`src/hw/rtl/va3d_pkg.sv`:
```
// Shared types, widths and the arctangent table for the 3D vector angle block.
package va3d_pkg;

  localparam int COMPONENT_BITS      = 16;
  localparam int ANGLE_FRACTION_BITS = 14;
  localparam int ANGLE_W   = ANGLE_FRACTION_BITS + 2;
  localparam int MAG_W     = COMPONENT_BITS + 1;
  localparam int NORM_MSB  = COMPONENT_BITS - 2;
  localparam int CMP_W     = COMPONENT_BITS + 2;
  localparam int PROD_W    = 2 * CMP_W;
  localparam int LEN_W     = 2 * COMPONENT_BITS;
  localparam int DOT_W     = LEN_W + 1;
  localparam int RAD_W     = 2 * LEN_W;
  localparam int ROOT_W    = LEN_W;
  localparam int REM_W     = LEN_W + 4;
  localparam int ACC_FRAC  = 30;
  localparam int STEPS     = 31;
  localparam int IDX_W     = 5;
  localparam int XY_W      = LEN_W + 5;
  localparam int ACC_W     = 35;
  localparam int RND_SHIFT = ACC_FRAC - ANGLE_FRACTION_BITS;

  localparam logic signed [ACC_W-1:0] HALF_PI_ACC = 35'sd1686629713;
  localparam logic signed [ACC_W-1:0] PI_ACC      = 35'sd3373259426;

  typedef struct packed {
    logic signed [COMPONENT_BITS-1:0] first_x;
    logic signed [COMPONENT_BITS-1:0] first_y;
    logic signed [COMPONENT_BITS-1:0] first_z;
    logic signed [COMPONENT_BITS-1:0] second_x;
    logic signed [COMPONENT_BITS-1:0] second_y;
    logic signed [COMPONENT_BITS-1:0] second_z;
  } operands_t;

  typedef struct packed {
    logic [ANGLE_W-1:0] angle;
    logic               zero_vector;
  } result_t;

  // Side information that travels with a transaction down the chains.
  typedef struct packed {
    logic              valid;
    logic              zero;
    logic              dneg;
    logic [LEN_W-1:0]  dmag;
  } tag_t;

  typedef struct packed {
    logic [RAD_W-1:0]  rad;
    logic [REM_W-1:0]  rem;
    logic [ROOT_W-1:0] root;
  } sqrt_t;

  typedef struct packed {
    logic signed [XY_W-1:0]  x;
    logic signed [XY_W-1:0]  y;
    logic signed [ACC_W-1:0] acc;
  } cordic_t;

  function automatic logic signed [ACC_W-1:0] atan_entry(input logic [IDX_W-1:0] i);
    logic signed [ACC_W-1:0] t;
    unique case (i)
      5'd0: t = 35'sd843314857;
      5'd1: t = 35'sd497837829;
      5'd2: t = 35'sd263043837;
      5'd3: t = 35'sd133525159;
      5'd4: t = 35'sd67021687;
      5'd5: t = 35'sd33543516;
      5'd6: t = 35'sd16775851;
      5'd7: t = 35'sd8388437;
      5'd8: t = 35'sd4194283;
      5'd9: t = 35'sd2097149;
      default: t = ACC_W'(64'sd1 <<< (ACC_FRAC - int'(i)));
    endcase
    return t;
  endfunction

  // Arithmetic shift right that truncates toward zero.
  function automatic logic signed [XY_W-1:0] shr_tz(input logic signed [XY_W-1:0] v,
                                                   input logic [IDX_W-1:0] sh);
    logic [XY_W-1:0] mag;
    logic [XY_W-1:0] m;
    mag = v[XY_W-1] ? XY_W'(-v) : XY_W'(v);
    m = mag >> sh;
    return v[XY_W-1] ? -$signed(m) : $signed(m);
  endfunction

endpackage

```
`src/hw/rtl/va3d_sqrt_cell.sv`:
```
// One cell of the square root chain: settles one root bit per cycle.
module va3d_sqrt_cell
  import va3d_pkg::*;
(
  input  logic  clk,
  input  logic  rst,
  input  tag_t  tag_in,
  input  sqrt_t data_in,
  output tag_t  tag_out,
  output sqrt_t data_out
);

  logic [REM_W-1:0] rem2;
  logic [REM_W-1:0] trial;
  logic             take;
  sqrt_t            data_next;

  always_comb begin
    rem2  = {data_in.rem[REM_W-3:0], data_in.rad[RAD_W-1 -: 2]};
    trial = REM_W'({data_in.root, 2'b01});
    take  = rem2 >= trial;
    data_next.rad  = {data_in.rad[RAD_W-3:0], 2'b00};
    data_next.rem  = take ? rem2 - trial : rem2;
    data_next.root = {data_in.root[ROOT_W-2:0], take};
  end

  always_ff @(posedge clk) begin
    if (rst) begin
      tag_out.valid <= 1'b0;
    end else begin
      tag_out.valid <= tag_in.valid;
    end
    tag_out.zero <= tag_in.zero;
    tag_out.dneg <= tag_in.dneg;
    tag_out.dmag <= tag_in.dmag;
    data_out     <= data_next;
  end

endmodule

```
`config.mk`:
```
export PLATFORM = sky130hd
export DESIGN_NAME = va3d_sqrt_cell
export DESIGN_NICKNAME = d
export VERILOG_FILES = /design/src/hw/rtl/va3d_pkg.sv /design/src/hw/rtl/va3d_sqrt_cell.sv
export SDC_FILE = /design/constraint.sdc
export NUM_CORES = 1
export LEC_CHECK = 0
export ABC_CLOCK_PERIOD_IN_PS = 3400
export BUFFER_PORTS_ARGS = -buffer_cell sky130_fd_sc_hd__buf_2
export CORE_AREA = 2 2 129 131
export CTS_BUF_LIST = sky130_fd_sc_hd__clkbuf_2
export CTS_CLUSTER_SIZE = 40
export DETAILED_ROUTE_END_ITERATION = 7
export DIE_AREA = 0 0 131 133
export PLACE_DENSITY = 0.69
export RECOVER_POWER = 50
export SYNTH_ARGS = -nofsm -noshare
export SYNTH_HDL_FRONTEND = slang
export SYNTH_SLANG_ARGS = --single-unit
```
`constraint.sdc`:
```
create_clock -name clk -period 3.4 [get_ports clk]
set_input_delay 0.68 -clock clk [delete_from_list [all_inputs] [get_ports clk]]
set_output_delay 0.68 -clock clk [all_outputs]
set_load 0.1 [all_outputs]
```
# Yosys cells after proc, flatten, opt, wreduce, memory -nomap -nowiden
# Cells that the tools add are included.
# totals
ff_bits	165
input_bits	169
out_inout_bits	167
word_cells	10
# classes
add_sub_neg	1
n_lt_le_gt_ge	1
mux	1
# ops
cell	count
$ge 36x34->1	1
$mux 36	1
$sub 36x34->36	1

# Logic depth before layout (Yosys ltp)
# Gate-level depths: netlist (run 1).
# depth
ltp_word	2
depth_mapped	13
mapped_depth_nobuf	10

# Least setup slack after synthesis (run 1)
# Ideal clock, no wire load.
# synth_timing
path_kind	input -> register
start	in data_in[17] in the netlist's numbering
end	reg data_out[67] in the netlist's numbering
setup_ns	0.123
arrival_ns	2.538
required_time_ns	3.277
path_slack_ns	0.739
stages	11
path_buffers	1
cell_sequence	inv_1 ha_1 buf_6 and4_1 nand2_2 o221ai_2 nor3_2 o2111ai_1 a311oi_2 o21ai_1 mux2_1
# synth_lines
item	line_no	text
start, declared	va3d_sqrt_cell.sv:8	input sqrt_t data_in,
end signal, assigned	va3d_sqrt_cell.sv:36	data_out <= data_next;
end, declared	va3d_sqrt_cell.sv:10	output sqrt_t data_out

==> results of run 1 <==
flip-flops by register name, summed over array words and instances (netlist names):
name	count
tag_out	35
data_out	130
Yosys cell counts, drive strengths merged, types with 2 or more instances:
cell	number	area share, %
a21oi	36	3.1
xnor2	17	2.5
and2	2	0.21
buf	18	2.1
a21o	7	0.89
and3	4	0.42
dfxtp	165	56
o31ai	2	0.25
o21bai	5	0.64
nand4	14	1.7
o211ai	5	0.72
ha	34	7.2
nand3	7	0.68
nand2b	6	0.64
clkbuf	6	0.38
a221oi	2	0.51
nor2b	4	0.42
a21boi	2	0.25
a31oi	4	0.53
o21a	5	0.66
nor2	16	1.0
nor3	13	1.4
xor2	15	2.2
o2111ai	2	0.30
inv	43	2.7
nand2	66	4.3
o21ai	58	4.9
a211oi	2	0.25
nor4	2	0.57
power by group:
group / leakage, nW / internal (W) / switching [W]
Combinational: 2.81 / 0.000462 / 0.00180
Sequential: 1.39 / 0.00212 / 0.0000451
Clock: 0.144 / 0.000307 / 0.000772
Total: 4.35 / 0.00289 / 0.00262
per-stage QoR:
stage / std cells / hold slack, ns / utilization (%)
finish: 1274 / 0.07456 / 56.88
global route: 1274 / 0.003900 / 56.88
CTS: 1265 / 0.0008359 / 56.94
detailed placement: 1111 / 0.7836 / 47.88
global placement: 1111 / 0.7825 / 47.88
floorplan: 579 / 0.7077 / -
how the worst max path moves through the flow:
stage,start,endpoint,slack (ns),cells after the start
2_1_floorplan,data_in[17],data_out[67],0.74,11
3_3_place_gp,data_in[24],data_out[67],0.33,10
3_5_place_dp,data_in[15],data_out[67],0.32,11
4_1_cts,data_in[0],data_out[67],0.56,13
5_1_grt,data_in[0],data_out[67],0.40,13
6_report,data_in[1],data_out[51],0.49,12
cell families after synthesis:
| kind of cell | Yosys count | share of synthesized area [%] |
|---|---|---|
| XOR/XNOR | 32 | 4.746 |
| adder cells (fa/ha/maj) | 34 | 7.203 |
| buffers and inverters | 67 | 5.254 |
| flip-flops | 165 | 55.93 |
| other | 1 | 0.06350 |
| AO/OA/AOI/OAI | 141 | 14.87 |
| AND/OR/NAND/NOR | 137 | 11.74 |
| multiplexers | 1 | 0.1907 |
metal layers:
metal | vias up | routed length (um)
met3 | 40 | 1520
met5 | - | 34
met1 | 2574 | 7839
met2 | 210 | 9954
met4 | 6 | 629
li1 | 2887 | -
placed cells by master, fill, tap and decap left out, drive strengths merged, types with 7 or more instances in the layout:
cell / n
a21o: 7
a21oi: 36
buf: 279
clkbuf: 75
dfxtp: 165
dlygate4sd3: 127
ha: 34
inv: 53
nand2: 66
nand3: 7
nand4: 14
nor2: 16
nor3: 13
o21ai: 58
xnor2: 17
xor2: 15
layout make-up:
| class | instances | area [um^2] | share of cell area, % |
|---|---|---|---|
| well taps | 220 | 275.3 | 2.992 |
| multi-input cells | 347 | 2296 | 24.96 |
| inverters | 43 | 161.4 | 1.755 |
| clock buffers | 18 | 90.09 | 0.9793 |
| diodes | 4 | 10.01 | 0.1088 |
| flip-flops and latches | 165 | 3303 | 35.91 |
| repair buffers | 463 | 2908 | 31.61 |
| clock inverters | 14 | 155.1 | 1.687 |
critical path, stage by stage:
cell and delay (ns):
dlygate4sd3_1 0.57, clkbuf_1 0.17, inv_1 0.06, ha_1 0.36
o21ai_1 0.11, a221oi_2 0.38, nor2_1 0.16, o311ai_1 0.55
a21bo_1 0.19, a21oi_1 0.07, xor2_1 0.16, o21ai_1 0.12
==> key figures, run 1 <==
Place
  • Worst slack after detailed placement: 0.3230 ns
  • Placed Area: 7742 um^2
  • Dpl hpwl: 14,200 um
  • Weighted congestion reported at the end of routability-driven placement: roughly 0.88
  • Buffers added on ports: 331

Floorplan
  • I/O pin count: roughly 340
  • Die ar.: 17,420 um^2
  • Die H: 133 um
  • Core area: between 15,000 and 20,000 um^2
  • Effective utilization at floorplan: 36.52%
  • Number of core rows: 47
  • Die X-Extent: around 130 um

Layout
  • Area added between synthesis and finish: 55.76%
  • Layout cell share with drive strength beyond 1: 31.52%
  • Post-layout net count: around 1,200
  • Post-route standard cell area excluding fillers: 9199 um^2
  • Fill cell total of the finished layout: around 1,400

Global route
  • Highest-utilization routing layer at the global route stage: met2
  • Combined global-route utilization of all metal layers: between 20% and 30%
  • Total congestion overflow: 0
  • Met3 Resource Use GR: under 10%
  • Wire length of the first global-routing pass: approximately 29,000 um
  • M2 GR Usage: a little under two fifths
  • Largest net degree at the start of global routing: around 50
  • Met1 demand-to-capacity share in global routing: around a quarter
  • Initial antenna violation count: 7
  • Vias in the first global route: roughly 5,700

Synth
  • Count of flip-flops with a built-in enable after synthesis: 0
  • Number of warnings printed during yosys synthesis: 0
  • Syn Inst Count: about 580
  • Predominant post-synthesis flop cell: dfxtp_1
  • Synthesized flop and latch total: 165
  • Asr flop ratio synth: 0%
  • Avg Inst Size Synth: 10.22 um^2
  • Register area share after synthesis: a little under three fifths
  • Post-synthesis instance area: roughly 6000 um^2
  • Count of unique library cells instantiated by Yosys: 58

Clocking
  • Cell at the root of the clock tree: clkbuf_2
  • Number of buffers inserted by hold repair at cts: around 120
  • Setup repair bufs after CTS: 0
  • Total number of clock tree sinks: about 170
  • Number of clock buffers inserted by TritonCTS: 17
  • Post-cts repair resize count: 0
  • Maximum buffer depth of the clock tree: 2
  • TritonCTS clock tree: yes
  • Maximum level of the CTS H-tree: 4
  • Clock transition at path regs: about 0.24 ns

Timing
  • Final critical-path required period: 2.914 ns
  • Unrepaired setup endpoints after global routing: no
  • # setup viols final: 0
  • Hold Violations, Final: 0
  • Number of max-slew violations in the final report: 0
  • Smallest setup slack after layout: between 0.4 and 0.5 ns
  • Pin slew with the least headroom to its limit: around 1.3 ns
  • Period utilization: between 80% and 90%
  • Rel. slew slack: about 16%
  • Final-layout setup total negative slack: 0 ns
  • Max Freq: roughly 0.34 GHz

Critical path
  • Max Fanout on Critical Path: 5
  • Type of the worst setup path: primary input to register
  • CP Data Required Time: 4.07 ns
  • WP data arrival: between 3 and 4 ns
  • Critical path startpoint category: primary input
  • Critical path capture point type: register

Pwr
  • Worst voltage drop across the vdd grid: 0.0003042 V
  • Leakage component of the power: approximately 4.3 nW
  • Total power: 0.005506 W
  • Ratio of total power to cell area: roughly 600 nW/um^2

Hold path
  • Launch instance of the worst min-delay path: rst
  • Min-delay worst type: primary input to register
  • Worst hold path endpoint: tag_out[34]
  • Worst Hold Path Cells: 2

Route
  • Wirelength per Cell: 15.68 um
  • Via total after detailed routing: about 5,700
  • DR iter-0 viols: roughly 270
  • Detail Route Antenna Nets: 0
  • Vias/cell: approximately 4.5
  • Aggregate routed wire length: ~20,000 um
  • Total iterations of the first detailed-routing run: 5
  • Drc violations: 0

Run status
  • Result of the run: complete, no violations

Job
  • Max-cap violation count: 0
Note: power is estimated with default switching activity, not from simulation.
==> run 2, diff against run 1 <==
Settings changed: REMOVE_ABC_BUFFERS set to 1.
==> run 2 against run 1 <==
  * Core utilization rose by 0.20 points
  * Sequential cell count stayed put
  * Critical path depth grew 1
  * Sequential power is essentially flat
  * Power shrank 0.11%
==> key figures, run 2 (synthesis results as in run 1) <==
Place
  • Weighted congestion reported at the end of routability-driven placement: between 0.9 and 1
  • Buffers added on ports: ~330
  • Dpl hpwl: ~15,000 um
  • Placed Area: 7772 um^2

Job
  • Max-cap violation count: 0

Pwr
  • Ratio of total power to cell area: around 600 nW/um^2
  • Worst voltage drop across the vdd grid: ~0.00029 V
  • Leakage component of the power: roughly 4.4 nW

Global route
  • Met1 demand-to-capacity share in global routing: 25.58%
  • Initial antenna violation count: 3
  • Met3 Resource Use GR: around 6.6%
  • Highest-utilization routing layer at the global route stage: met2
  • Vias in the first global route: 5,757
  • M2 GR Usage: 39.32%
  • Total congestion overflow: 0
  • Wire length of the first global-routing pass: approximately 30,000 um
  • Combined global-route utilization of all metal layers: around 23%
  • Largest net degree at the start of global routing: 21

Route
  • Vias/cell: 4.582
  • Drc violations: 0
  • Via total after detailed routing: between 5,000 and 6,000
  • Wirelength per Cell: 16.00 um
  • Aggregate routed wire length: a little over 20,000 um
  • Detail Route Antenna Nets: 0
  • DR iter-0 viols: ~310
  • Total iterations of the first detailed-routing run: 5

Critical path
  • Critical path startpoint category: primary input
  • CP Data Required Time: 4.06 ns
  • Critical path capture point type: register
  • Max Fanout on Critical Path: 20
  • WP data arrival: between 3 and 4 ns
  • Type of the worst setup path: primary input to register

Clocking
  • Clock transition at path regs: roughly 0.28 ns
  • Maximum buffer depth of the clock tree: 2
  • Setup repair bufs after CTS: 0
  • Post-cts repair resize count: 0
  • Number of clock buffers inserted by TritonCTS: 17
  • Cell at the root of the clock tree: clkbuf_2
  • Maximum level of the CTS H-tree: 4
  • TritonCTS clock tree: yes
  • Total number of clock tree sinks: around 170

Layout
  • Area added between synthesis and finish: 56.31%
  • Largest registers: data_out x130, tag_out x35
  • Register ranked first by flip-flop count: data_out
  • Layout cell share with drive strength beyond 1: roughly a third
  • Commonest non-fill, non-tap cells in the layout: 272 x buf_2, 165 x dfxtp_1, 128 x dlygate4sd3_1
  • Post-route standard cell area excluding fillers: between 9000 and 10,000 um^2
  • Final core utilization: between 50% and 60%
  • Commonest non-fill, non-tap cell in the layout: buf_2
  • Number of flip-flops in the largest register: 130
  • Post-layout net count: 1,245
  • Fill cell total of the finished layout: approximately 1,400

Timing
  • # setup viols final: 0
  • Final-layout setup total negative slack: 0 ns
  • Rel. slew slack: about a fifth
  • Pin slew with the least headroom to its limit: 1.212 ns
  • Hold Violations, Final: 0
  • Number of max-slew violations in the final report: 0
  • Max Freq: roughly 0.35 GHz
  • Unrepaired setup endpoints after global routing: no
  • Period utilization: 85.06%
  • Final critical-path required period: between 2 and 3 ns

Hold path
  • Launch instance of the worst min-delay path: data_in[64]
  • Worst hold path endpoint: data_out[66]
  • Worst Hold Path Cells: 2
  • Min-delay worst type: primary input to register

Floorplan
  • Effective utilization at floorplan: between 30% and 40%
  • Die H: approximately 130 um
  • Die X-Extent: between 100 and 150 um
  • Die ar.: ~17,000 um^2
  • I/O pin count: 336
  • Number of core rows: 47
  • Core area: about 16,000 um^2

Run status
  • Result of the run: complete, no violations
run 2: cell types whose count changed in the layout (fill, tap and decap cells not counted), moves of 2 or more:
cell / previous run / this run
clkbuf_2: 19 / 21
clkinv_8: 0 / 2
clkinvlp_4: 3 / 0
diode_2: 4 / 1
buf_4: 4 / 8
inv_6: 4 / 1
buf_2: 274 / 272
clkinv_4: 0 / 4
run 2: cell type report:
type,instances,area (um^2),area share [%]
antenna,1,2.502,0.02711
clock buffer,18,90.09,0.9759
clock inverter,14,155.1,1.681
inverter,43,161.4,1.748
multi-input combinational,347,2296,24.87
sequential,165,3303,35.78
tap,220,275.3,2.982
timing repair buffer,468,2948,31.93
run 2: power by group:
group / leakage (nW) / internal [W] / switching, W / total [W]
sequential: 1.39 / 0.00212 / 0.0000444 / 0.00217
combinational: 2.84 / 0.000467 / 0.00181 / 0.00228
clock: 0.152 / 0.000252 / 0.000807 / 0.00106
run 2: per-stage QoR:
step	hold WS, ns	setup slack (ns)	power, W	cells
after floorplan	0.7077	0.3652	0.003937	555
after global placement	0.7822	0.2929	0.004354	1115
after detailed placement	0.7836	0.2875	0.004362	1115
after CTS	0.001897	0.5576	0.005550	1273
after global routing	0.03627	0.3962	0.005734	1276
final	0.1171	0.5080	0.005500	1276
run 2: repair_timing:
item | in CTS | in global routing
endpoints found under the hold margin | 126 | 2
setup endpoints to repair | 0 | 0
hold buffers | 126 | 2
run 2: layer usage:
metal	wire [um]	vias to the layer above	share of wire [%]
li1	-	2893	-
met1	8254	2665	40
met2	10090	235	49
met3	1358	50	6.7
met4	681	4	3.3
met5	34	-	0.17
run 2: critical path, cell delays in order:
cell and delay, ns:
dlygate4sd3_1 0.54, clkbuf_1 0.12, inv_1 0.05, ha_1 0.33, nor2b_1 0.16, o311a_1 0.35, o21ai_1 0.26, a21o_1 0.20
nand4_2 0.12, nand2_2 0.24, buf_12 0.19, nor2_1 0.04, mux2_1 0.27
run 2: worst max-delay path by stage:
stage                     start      endpoint  slack (ns)  cells after the start
floorplan            data_in[0]  data_out[67]        0.37                     10
global placement    data_in[31]  data_out[67]        0.29                     10
detailed placement  data_in[24]  data_out[67]        0.29                     11
CTS                  data_in[0]  data_out[67]        0.56                     13
global route        data_in[19]  data_out[53]        0.40                     12
finish               data_in[0]  data_out[67]        0.51                     13
